### src/rtl/frm_pkg.sv
// types and constants shared by the fraction multiply and reduce unit
package frm_pkg;

    localparam int OPERAND_WIDTH = 16;
    localparam int PROD_W        = 2 * OPERAND_WIDTH;
    localparam int OUT_W         = 32;
    localparam int STEP_W        = $clog2(PROD_W);

    typedef struct packed {
        logic signed [OPERAND_WIDTH-1:0] a_num;
        logic signed [OPERAND_WIDTH-1:0] a_den;
        logic signed [OPERAND_WIDTH-1:0] b_num;
        logic signed [OPERAND_WIDTH-1:0] b_den;
    } frm_in_t;

    typedef struct packed {
        logic signed [OUT_W-1:0] prod_num;
        logic signed [OUT_W-1:0] prod_den;
    } frm_out_t;

    // classified work item passed from the front to the back
    typedef struct packed {
        logic [PROD_W-1:0] num_mag;
        logic [PROD_W-1:0] den_mag;
        logic              num_neg;
        logic              den_neg;
        logic              reduce;
    } frm_work_t;

    typedef enum logic [2:0] {
        BK_IDLE,
        BK_GCD,
        BK_DIV_NUM,
        BK_DIV_DEN,
        BK_DONE
    } frm_back_state_t;

endpackage

### src/rtl/frm_front.sv
// front stage: operand magnitudes, signs and the two products
module frm_front
    import frm_pkg::*;
(
    input  logic      clk,
    input  logic      rst_n,
    input  logic      push,
    output logic      full,
    input  frm_in_t   operands,
    output logic      work_push,
    input  logic      work_full,
    output frm_work_t work_item
);

    function automatic logic [OPERAND_WIDTH-1:0] mag_of(input logic [OPERAND_WIDTH-1:0] v);
        mag_of = v[OPERAND_WIDTH-1] ? (~v + OPERAND_WIDTH'(1)) : v;
    endfunction

    logic                     stage_valid_reg;
    logic                     stage_valid_next;
    frm_work_t                stage_item_reg;
    frm_work_t                stage_item_next;
    logic                     accept;
    logic [OPERAND_WIDTH-1:0] an_mag;
    logic [OPERAND_WIDTH-1:0] ad_mag;
    logic [OPERAND_WIDTH-1:0] bn_mag;
    logic [OPERAND_WIDTH-1:0] bd_mag;
    logic [PROD_W-1:0]        num_prod;
    logic [PROD_W-1:0]        den_prod;

    assign full      = stage_valid_reg && work_full;
    assign accept    = push && !full;
    assign work_push = stage_valid_reg;
    assign work_item = stage_item_reg;

    always_comb
    begin
        an_mag   = mag_of(operands.a_num);
        ad_mag   = mag_of(operands.a_den);
        bn_mag   = mag_of(operands.b_num);
        bd_mag   = mag_of(operands.b_den);
        num_prod = PROD_W'(an_mag) * PROD_W'(bn_mag);
        den_prod = PROD_W'(ad_mag) * PROD_W'(bd_mag);

        stage_item_next.num_mag = num_prod;
        stage_item_next.den_mag = den_prod;
        stage_item_next.num_neg = (num_prod != '0)
                                  && (operands.a_num[OPERAND_WIDTH-1]
                                      != operands.b_num[OPERAND_WIDTH-1]);
        stage_item_next.den_neg = (den_prod != '0)
                                  && (operands.a_den[OPERAND_WIDTH-1]
                                      != operands.b_den[OPERAND_WIDTH-1]);
        stage_item_next.reduce  = (num_prod != '0) && (den_prod != '0);

        if (accept)
        begin
            stage_valid_next = 1'b1;
        end
        else if (stage_valid_reg && !work_full)
        begin
            stage_valid_next = 1'b0;
        end
        else
        begin
            stage_valid_next = stage_valid_reg;
        end
    end

    always_ff @(posedge clk or negedge rst_n)
    begin
        if (!rst_n)
        begin
            stage_valid_reg <= 1'b0;
        end
        else
        begin
            stage_valid_reg <= stage_valid_next;
        end
    end

    always_ff @(posedge clk)
    begin
        if (accept)
        begin
            stage_item_reg <= stage_item_next;
        end
    end

endmodule

### src/rtl/frm_queue.sv
// two-entry work queue between front and back
module frm_queue
    import frm_pkg::*;
(
    input  logic      clk,
    input  logic      rst_n,
    input  logic      wr_push,
    output logic      wr_full,
    input  frm_work_t wr_item,
    input  logic      rd_pop,
    output logic      rd_valid,
    output frm_work_t rd_item
);

    localparam int DEPTH = 2;
    localparam int PTR_W = $clog2(DEPTH);

    frm_work_t           entry_reg [DEPTH];
    logic [PTR_W-1:0]    wr_ptr_reg;
    logic [PTR_W-1:0]    wr_ptr_next;
    logic [PTR_W-1:0]    rd_ptr_reg;
    logic [PTR_W-1:0]    rd_ptr_next;
    logic [PTR_W:0]      count_reg;
    logic [PTR_W:0]      count_next;
    logic                do_wr;
    logic                do_rd;

    assign wr_full  = (count_reg == (PTR_W+1)'(DEPTH));
    assign rd_valid = (count_reg != '0);
    assign rd_item  = entry_reg[rd_ptr_reg];
    assign do_wr    = wr_push && !wr_full;
    assign do_rd    = rd_pop && rd_valid;

    always_comb
    begin
        wr_ptr_next = do_wr ? wr_ptr_reg + PTR_W'(1) : wr_ptr_reg;
        rd_ptr_next = do_rd ? rd_ptr_reg + PTR_W'(1) : rd_ptr_reg;
        count_next  = count_reg;
        if (do_wr && !do_rd)
        begin
            count_next = count_reg + (PTR_W+1)'(1);
        end
        else if (do_rd && !do_wr)
        begin
            count_next = count_reg - (PTR_W+1)'(1);
        end
    end

    always_ff @(posedge clk or negedge rst_n)
    begin
        if (!rst_n)
        begin
            wr_ptr_reg <= '0;
            rd_ptr_reg <= '0;
            count_reg  <= '0;
        end
        else
        begin
            wr_ptr_reg <= wr_ptr_next;
            rd_ptr_reg <= rd_ptr_next;
            count_reg  <= count_next;
        end
    end

    always_ff @(posedge clk)
    begin
        if (do_wr)
        begin
            entry_reg[wr_ptr_reg] <= wr_item;
        end
    end

endmodule

### src/rtl/frm_back.sv
// back end: binary gcd, two shift-subtract divisions, result register
module frm_back
    import frm_pkg::*;
(
    input  logic      clk,
    input  logic      rst_n,
    input  logic      work_valid,
    output logic      work_pop,
    input  frm_work_t work_item,
    output logic      empty,
    input  logic      pop,
    output frm_out_t  result
);

    localparam int EXT_W = (PROD_W > OUT_W) ? PROD_W : OUT_W;

    function automatic logic [OUT_W-1:0] to_field(input logic [PROD_W-1:0] mag,
                                                  input logic neg);
        logic [EXT_W-1:0] ext;
        ext      = EXT_W'(mag);
        ext      = neg ? (~ext + EXT_W'(1)) : ext;
        to_field = ext[OUT_W-1:0];
    endfunction

    frm_back_state_t   state_reg;
    frm_back_state_t   state_next;
    logic [PROD_W-1:0] num_reg;
    logic [PROD_W-1:0] num_next;
    logic [PROD_W-1:0] den_reg;
    logic [PROD_W-1:0] den_next;
    logic              num_neg_reg;
    logic              num_neg_next;
    logic              den_neg_reg;
    logic              den_neg_next;
    logic [PROD_W-1:0] x_reg;
    logic [PROD_W-1:0] x_next;
    logic [PROD_W-1:0] y_reg;
    logic [PROD_W-1:0] y_next;
    logic [STEP_W-1:0] k_reg;
    logic [STEP_W-1:0] k_next;
    logic [PROD_W-1:0] g_reg;
    logic [PROD_W-1:0] g_next;
    logic [PROD_W-1:0] rem_reg;
    logic [PROD_W-1:0] rem_next;
    logic [PROD_W-1:0] quo_reg;
    logic [PROD_W-1:0] quo_next;
    logic [STEP_W-1:0] cnt_reg;
    logic [STEP_W-1:0] cnt_next;
    logic              out_valid_reg;
    logic              out_valid_next;
    frm_out_t          out_reg;
    frm_out_t          out_next;
    logic [PROD_W:0]   trial;
    logic              fits;
    logic [PROD_W-1:0] rem_step;
    logic [PROD_W-1:0] quo_step;
    logic              last_step;

    assign empty  = !out_valid_reg;
    assign result = out_reg;

    // one restoring division step shared by both divisions
    always_comb
    begin
        trial     = {rem_reg, quo_reg[PROD_W-1]};
        fits      = (trial >= {1'b0, g_reg});
        rem_step  = fits ? PROD_W'(trial - {1'b0, g_reg}) : trial[PROD_W-1:0];
        quo_step  = {quo_reg[PROD_W-2:0], fits};
        last_step = (cnt_reg == STEP_W'(PROD_W - 1));
    end

    always_comb
    begin
        state_next     = state_reg;
        num_next       = num_reg;
        den_next       = den_reg;
        num_neg_next   = num_neg_reg;
        den_neg_next   = den_neg_reg;
        x_next         = x_reg;
        y_next         = y_reg;
        k_next         = k_reg;
        g_next         = g_reg;
        rem_next       = rem_reg;
        quo_next       = quo_reg;
        cnt_next       = cnt_reg;
        out_next       = out_reg;
        out_valid_next = out_valid_reg && !pop;
        work_pop       = 1'b0;

        unique case (state_reg)
            BK_IDLE:
            begin
                if (work_valid)
                begin
                    work_pop     = 1'b1;
                    num_next     = work_item.num_mag;
                    den_next     = work_item.den_mag;
                    num_neg_next = work_item.num_neg;
                    den_neg_next = work_item.den_neg;
                    x_next       = work_item.num_mag;
                    y_next       = work_item.den_mag;
                    k_next       = '0;
                    state_next   = work_item.reduce ? BK_GCD : BK_DONE;
                end
            end
            BK_GCD:
            begin
                if (x_reg == y_reg)
                begin
                    g_next     = x_reg << k_reg;
                    rem_next   = '0;
                    quo_next   = num_reg;
                    cnt_next   = '0;
                    state_next = BK_DIV_NUM;
                end
                else if (!x_reg[0] && !y_reg[0])
                begin
                    x_next = x_reg >> 1;
                    y_next = y_reg >> 1;
                    k_next = k_reg + STEP_W'(1);
                end
                else if (!x_reg[0])
                begin
                    x_next = x_reg >> 1;
                end
                else if (!y_reg[0])
                begin
                    y_next = y_reg >> 1;
                end
                else if (x_reg > y_reg)
                begin
                    x_next = (x_reg - y_reg) >> 1;
                end
                else
                begin
                    y_next = (y_reg - x_reg) >> 1;
                end
            end
            BK_DIV_NUM:
            begin
                rem_next = rem_step;
                quo_next = quo_step;
                cnt_next = cnt_reg + STEP_W'(1);
                if (last_step)
                begin
                    num_next   = quo_step;
                    rem_next   = '0;
                    quo_next   = den_reg;
                    cnt_next   = '0;
                    state_next = BK_DIV_DEN;
                end
            end
            BK_DIV_DEN:
            begin
                rem_next = rem_step;
                quo_next = quo_step;
                cnt_next = cnt_reg + STEP_W'(1);
                if (last_step)
                begin
                    den_next   = quo_step;
                    state_next = BK_DONE;
                end
            end
            BK_DONE:
            begin
                if (!out_valid_reg || pop)
                begin
                    out_next.prod_num = to_field(num_reg, num_neg_reg);
                    out_next.prod_den = to_field(den_reg, den_neg_reg);
                    out_valid_next    = 1'b1;
                    state_next        = BK_IDLE;
                end
            end
            default:
            begin
                state_next = BK_IDLE;
            end
        endcase
    end

    always_ff @(posedge clk or negedge rst_n)
    begin
        if (!rst_n)
        begin
            state_reg     <= BK_IDLE;
            out_valid_reg <= 1'b0;
        end
        else
        begin
            state_reg     <= state_next;
            out_valid_reg <= out_valid_next;
        end
    end

    always_ff @(posedge clk)
    begin
        num_reg     <= num_next;
        den_reg     <= den_next;
        num_neg_reg <= num_neg_next;
        den_neg_reg <= den_neg_next;
        x_reg       <= x_next;
        y_reg       <= y_next;
        k_reg       <= k_next;
        g_reg       <= g_next;
        rem_reg     <= rem_next;
        quo_reg     <= quo_next;
        cnt_reg     <= cnt_next;
        out_reg     <= out_next;
    end

endmodule

### src/rtl/fraction_multiply_reduce_unit.sv
// fraction multiply and reduce unit: top level
// when both products are nonzero, a transaction passes the front stage, the queue, a binary gcd loop
// and then two 32-step divisions; when a product is zero, the back skips the gcd and both divisions
// throughput: one transaction per back-end pass; the back holds in BK_DONE while an earlier result is not popped
// the front stage and a two-entry queue take up to three more transactions while the back is busy
// reset: asynchronous, active low; clears all handshake and sequencer state, payload registers are not reset
module fraction_multiply_reduce_unit
    import frm_pkg::*;
(
    input  logic     clk,
    input  logic     rst_n,
    // input side, queue style: accepted when push is high and full is low
    input  logic     push,
    output logic     full,
    input  frm_in_t  operands,
    // result side, queue style: accepted when pop is high and empty is low
    output logic     empty,
    input  logic     pop,
    output frm_out_t result
);

    // front to queue handshake
    logic      front_push;
    logic      front_full;
    frm_work_t front_item;
    // queue to back handshake
    logic      work_valid;
    logic      work_pop;
    frm_work_t work_item;

    // front: magnitudes and signs of the operands, both products, zero check
    frm_front u_front (
        .clk       (clk),
        .rst_n     (rst_n),
        .push      (push),
        .full      (full),
        .operands  (operands),
        .work_push (front_push),
        .work_full (front_full),
        .work_item (front_item)
    );

    // short queue so the front keeps taking transactions while the back iterates
    frm_queue u_queue (
        .clk      (clk),
        .rst_n    (rst_n),
        .wr_push  (front_push),
        .wr_full  (front_full),
        .wr_item  (front_item),
        .rd_pop   (work_pop),
        .rd_valid (work_valid),
        .rd_item  (work_item)
    );

    // back: gcd of the product magnitudes, exact division of each, sign restore
    frm_back u_back (
        .clk        (clk),
        .rst_n      (rst_n),
        .work_valid (work_valid),
        .work_pop   (work_pop),
        .work_item  (work_item),
        .empty      (empty),
        .pop        (pop),
        .result     (result)
    );

endmodule
### config.mk
export PLATFORM = sky130hd
export DESIGN_NAME = fraction_multiply_reduce_unit
export DESIGN_NICKNAME = d
export VERILOG_FILES = /design/src/rtl/frm_pkg.sv /design/src/rtl/frm_front.sv /design/src/rtl/frm_queue.sv /design/src/rtl/frm_back.sv /design/src/rtl/fraction_multiply_reduce_unit.sv
export SDC_FILE = /design/constraint.sdc
export NUM_CORES = 2
export LEC_CHECK = 0
export ABC_AREA = 1
export BUFFER_PORTS_ARGS = -buffer_cell sky130_fd_sc_hd__buf_2
export CORE_ASPECT_RATIO = 0.75
export CORE_MARGIN = 4
export CORE_UTILIZATION = 35
export DETAILED_ROUTE_END_ITERATION = 16
export HOLD_SLACK_MARGIN = 0.08
export MAX_ROUTING_LAYER = met4
export SETUP_SLACK_MARGIN = 0.05
export SLEW_MARGIN = 5
export SYNTH_ARGS = -nofsm -noshare
export SYNTH_HDL_FRONTEND = slang
export SYNTH_SLANG_ARGS = --single-unit
### constraint.sdc
create_clock -name clk -period 7.4 [get_ports clk]
set_clock_uncertainty 0.1 [all_clocks]
set_input_delay 1.48 -clock clk [delete_from_list [all_inputs] [get_ports clk]]
set_output_delay 1.48 -clock clk [all_outputs]
set_load 0.05 [all_outputs]
# Word level (Yosys, flattened, before mapping)
# Memory sizes are Yosys's and may differ from the RTL's.
# Index checks and enable logic that the tools add are counted.
[totals] elab_cells=169 ramBits=134 mem_count=1 inputBits=68 regBits=376
[op_classes] n_bitwise=6 order_cmp=2 n_shift=1 multipliers=2 muxes=54 n_reduce_logical=42 eq_ne=20 add_sub_neg=15
[memory_table] name="u_queue.entry_reg" words=2 word_bits=67 rd=1 rd_clocked_by_memory_dff=0 write_ports=1 line="frm_queue.sv:18" source="frm_work_t entry_reg [DEPTH];"
[ops] op="two-way mux 32 bit" n=20
[ops] op="one-hot mux 32 bit (2 select lines)" n=4
[ops] op="one-hot mux 32 bit (3 select lines)" n=2
[ops] op="subtractor 32 bit" n=3
[ops] op="adder 16 x 1 -> 16 bit (second input constant)" n=4
[ops] op="adder 32 x 1 -> 32 bit (second input constant)" n=2
[ops] op="multiplier 16 x 16 -> 32 bit" n=2
[ops] op="two-way mux 16 bit" n=4
[ops] op="NOT 16 bit" n=4
[ops] op="NOT 32 bit" n=2
[ops] op="nonzero test 32 bit" n=2
[ops] op=">= comparator 33 x 32 -> 1 bit" n=1
[ops] op="== test 32 bit" n=1
[ops] op="greater-than comparator 32 bit" n=1
[ops] op="left shift 32 x 5 -> 32 bit" n=1
[ops] op="two-way mux 5 bit" n=5
[ops] op="two-way mux 3 bit" n=6
[ops] op="one-hot mux 3 bit (5 select lines)" n=1
[ops] op="one-hot mux 5 bit (3 select lines)" n=1
[ops] op="AND reduction 5 bit" n=3
[ops] op="inequality test 4 bit (second input constant)" n=3
[ops] op="nonzero test 2 bit" n=6
[ops] op="logical AND 1 bit" n=11
[ops] op="adder 5 x 1 -> 5 bit (second input constant)" n=2
[ops] op="other kinds (22)" n=51

# Depth between registers and ports, before layout
[logic_depth] ltp_word=7 depth_mapped=42 ltp_nobuf=41

# Modules after synthesis
# From an unflattened synthesis, not the netlist that was laid out.
[hier_totals] hier_cells=6540 hier_area_um2=50104.3
[modules_own_cells] module="frm_back" seq_area_each_um2=9108.7 cells_per_inst=3140 area_each_um2=22834.4 instances=1
[modules_own_cells] module="frm_front" seq_area_each_um2=2037.0 cells_per_inst=3018 area_each_um2=22161.3 instances=1
[modules_own_cells] module="frm_queue" seq_area_each_um2=4124.0 cells_per_inst=382 area_each_um2=5108.6 instances=1

# Least setup slack after synthesis
# No wires, ideal clock.
[synth_timing] path_kind="input to register" from="in operands[48] (netlist bit)" to="reg u_front.stage_item_reg, in the netlist u_front.work_item[0] (data pin)" path_buffers=2 t_required_ps=7044 slack_ps=-904 cell_stages=34 arrival_time_ps=7949 path_cell_list="inv_1 > clkbuf_1 > ha_1 > inv_1 > nor3_1 > nand3_1 > nor3_2 > nor2_1 > xor2_1 > clkbuf_1 > nand2_1 > fa_1 > fa_1 > fa_1 > inv_1 > fa_1 > fa_1 > inv_1 > fa_1 > inv_1 > ha_1 > nand2_1 > inv_1 > nand2_1 > nand2_1 > inv_1 > nand3_1 > or2_2 > nand2_1 > nand3_1 > nor2_1 > nand3_1 > nor2_1 > nor2_1"
[synth_rtl] item="start, declared" line="fraction_multiply_reduce_unit.sv:15" source="input frm_in_t operands,"
[synth_rtl] item="end signal, assigned" line="frm_front.sv:85" source="stage_item_reg <= stage_item_next;"
[synth_rtl] item="end, declared" line="frm_front.sv:21" source="frm_work_t stage_item_reg;"

==> summary.txt <==
Synthesis
  • Synth Cell Area: 48400 um2
  • Top-area cell type share of the netlist area: 31.1%
  • Sequential-to-total area share from yosys stat: 31.5%
  • Number of synthesized register bits: 510
  • Mux cell area share after synthesis: 0.434%
  • Synth Warn #: 0
  • Synth top cells by count: nand2_1 (1517), inv_1 (1098), nor2_1 (681), edfxtp_1 (501), fa_1 (391)
  • Synth unique cells: 60
  • Top cells by area, synth: edfxtp_1 (31%), fa_1 (16%), nand2_1 (12%)
  • Asr flop ratio synth: 1.76%
  • Synth Area in Compound Gates: 9.08%
  • Post-synth EDFFs: 501
  • Mapped Cells: 6052
  • Area share of xor/xnor cells in the synthesized design: 2.83%
  • Yosys top cell by area: edfxtp_1
  • Prevailing post-synth register cell: edfxtp_1
  • Combinational family with the most area after synthesis: adder cells
  • Mapped Nets: 6825
  • Adder-cell share of the synthesized area: 24.3%
  • Post-Synth Simple-Gate Area: 21.7%
  • Synth Area per Inst: 8.00 um2
  • Most common cell in the netlist: nand2_1

Worst setup path
  • Largest stage delay on the critical path: 0.61 ns
  • Worst reg2reg startpoint: u_back.x_reg[0]$_DFFE_PP_
  • Crit path DAT: 7.93 ns
  • Worst path depth: 38
  • Worst path bufs/invs: 12
  • Most common cell on crit path: nand2_1
  • CP endpoint kind: flip-flop
  • Critical R2R Capture: u_back.x_reg[29]$_DFFE_PP_
  • Crit-path slowest cell: fa_1
  • Flop2flop setup slack: 3.38 ns
  • Crit Path Category: in2reg
  • Startpoint types: input pin
  • CP Capture Point: u_front.work_item[1]$_DFFE_PP_
  • Top cell family by delay on the critical path: adder cells
  • Crit path from: operands[0]
  • Critical Path RT: 7.67 ns
  • CP max FO: 12
  • Worst reg-to-reg path cell count: 10

Clock network
  • Inserted Clock Buffers: 55
  • Clock slew at reported path FFs: 0.06 ns
  • Cts hold-fix bufs: 0
  • Clock Sink Count: 510
  • Clk_lat worst skew: 0.65 ns
  • CTS tree: yes
  • CTS root buf: clkbuf_16
  • # H-tree levels: 2
  • Deepest clock path buffer count: 3

Drt
  • DRT Pass-1 Iters: 8
  • Via density per instance: 4.99
  • Via count: 42666
  • Drt wl/cell: 18.5 um
  • Post-route DRC: 0
  • Detailed router's first-iteration violation count: 4225
  • WL final: 158000 um
  • Post-DRT Antenna Nets: 0

Layout
  • Non-Filler Instances: 8558
  • Layout fillers: 13677
  • Layout cell share with drive strength beyond 1: 19.4%
  • Area growth syn-to-layout: 22.2%
  • Largest register FFs: 134
  • Core Util, Final: 43.3%
  • Fin nets: 7441

STA
  • Final setup viols: 4
  • Fin crit share: 104%
  • Setup ws final: -0.267 ns
  • Final Hold Fails: 0
  • RSZ-0062 raised after global routing: true
  • Slew Viols, Final: 0
  • Highest Clock Rate: 130 MHz
  • Worst slew pin tran: 1.25 ns
  • Crit path time final: 7.67 ns
  • Max-slew headroom: 15.5%

Place
  • Dpl hpwl: 130000 um
  • # port buffers: 133
  • Inst Count DP: 8392
  • Gpl congestion: 0.990

Global route
  • Global-route wire length before repair: 241000 um
  • Initial antenna violation count: 6
  • Total Routing Usage GR: 22.1%
  • Gr ovfl total: 0
  • Largest net degree at the start of global routing: 69
  • Vias in the first global route: 40578

Floorplan
  • Die width: 438 um
  • Die ar.: 144000 um2
  • Initial Utilization: 35.5%
  • Core footprint: 137000 um2
  • Die H: 330 um
  • Ports: 134
  • Row cnt: 117

Hold path
  • Worst hold path type: reg2reg

Status
  • Status: finished, violations left
  • Failing checks: setup timing

Flow run
  • Max Cap Viol: 0
[cells in the final DEF (no fill, tap or decap), drive strengths merged, types with 11 or more instances in the layout]
cell / n
o21ai: 268
clkinv: 26
xor2: 93
nand3b: 26
mux2i: 21
o211ai: 16
nand3: 180
inv: 1112
or2: 32
xnor2: 59
nor2: 694
nand4: 35
buf: 730
o21a: 23
nor3: 56
nor4: 11
a31oi: 69
a22oi: 31
ha: 314
nand2: 1536
edfxtp: 501
fa: 391
a21oi: 354
clkbuf: 68
[routing by layer]
layer	track usage [%]	part of all wire, %	vias up
met5	-	0	-
met4	3.09	1.3	0
met3	4.36	10	134
met2	30.5	40	1617
met1	33.9	49	20521
li1	-	-	20394
[cell families (layout without fill, tap and decap cells)]
kind of cell    Yosys count  count (layout)
mux                      21              21
simple gates           2579            2579
compound gates          798             798
flops                   510             510
other cells               0               2
buf+inv                1287            1947
xor+xnor                152             152
fa+ha+maj               705             705
[worst min-delay path by stage]
stage                                    start                            endpoint  slack [ns]  depth (start not counted)
4_1_cts        u_front.work_item[17]$_DFFE_PP_  u_queue.entry_reg[1][17]$_DFFE_PP_        0.33                          0
3_5_place_dp   u_front.work_item[16]$_DFFE_PP_  u_queue.entry_reg[0][16]$_DFFE_PP_        0.33                          0
5_1_grt        u_front.work_item[17]$_DFFE_PP_  u_queue.entry_reg[1][17]$_DFFE_PP_        0.35                          0
3_3_place_gp   u_front.work_item[17]$_DFFE_PP_  u_queue.entry_reg[0][17]$_DFFE_PP_        0.33                          0
6_report       u_front.work_item[17]$_DFFE_PP_  u_queue.entry_reg[0][17]$_DFFE_PP_        0.34                          0
2_1_floorplan   u_front.work_item[0]$_DFFE_PP_   u_queue.entry_reg[0][0]$_DFFE_PP_        0.32                          0
[repair_timing]
action,in CTS,in global routing
pin swaps,73,154
gates resized for setup,98,320
hold endpoints to repair,0,0
buffers inserted,22,45
setup endpoints to repair,20,35
[cell type report]
type,count,area [um2],area share [%]
Antenna cell,2,5.00,0.00846
Tap cell,1844,2310,3.90
Sequential cell,510,15300,25.8
Inverter,1116,4270,7.22
Multi-Input combinational cell,4255,29900,50.6
Clock inverter,33,365,0.617
Timing Repair Buffer,730,5620,9.50
Clock buffer,68,1430,2.41
[metrics by stage]
stage	cell area (um2)	hold WS, ns	setup slack, ns	TNS, ns
5_1_grt	59200	0.350	-0.562	-2.61
2_1_floorplan	49000	0.321	-0.301	-0.905
3_5_place_dp	55500	0.331	-1.17	-26.90
6_report	59200	0.339	-0.267	-0.755
4_1_cts	57800	0.334	-0.154	-0.445
3_3_place_gp	55500	0.326	-1.15	-24.64
Power is not shown: default switching activity piles up to over one toggle a cycle in this logic, so the estimate is an artifact.
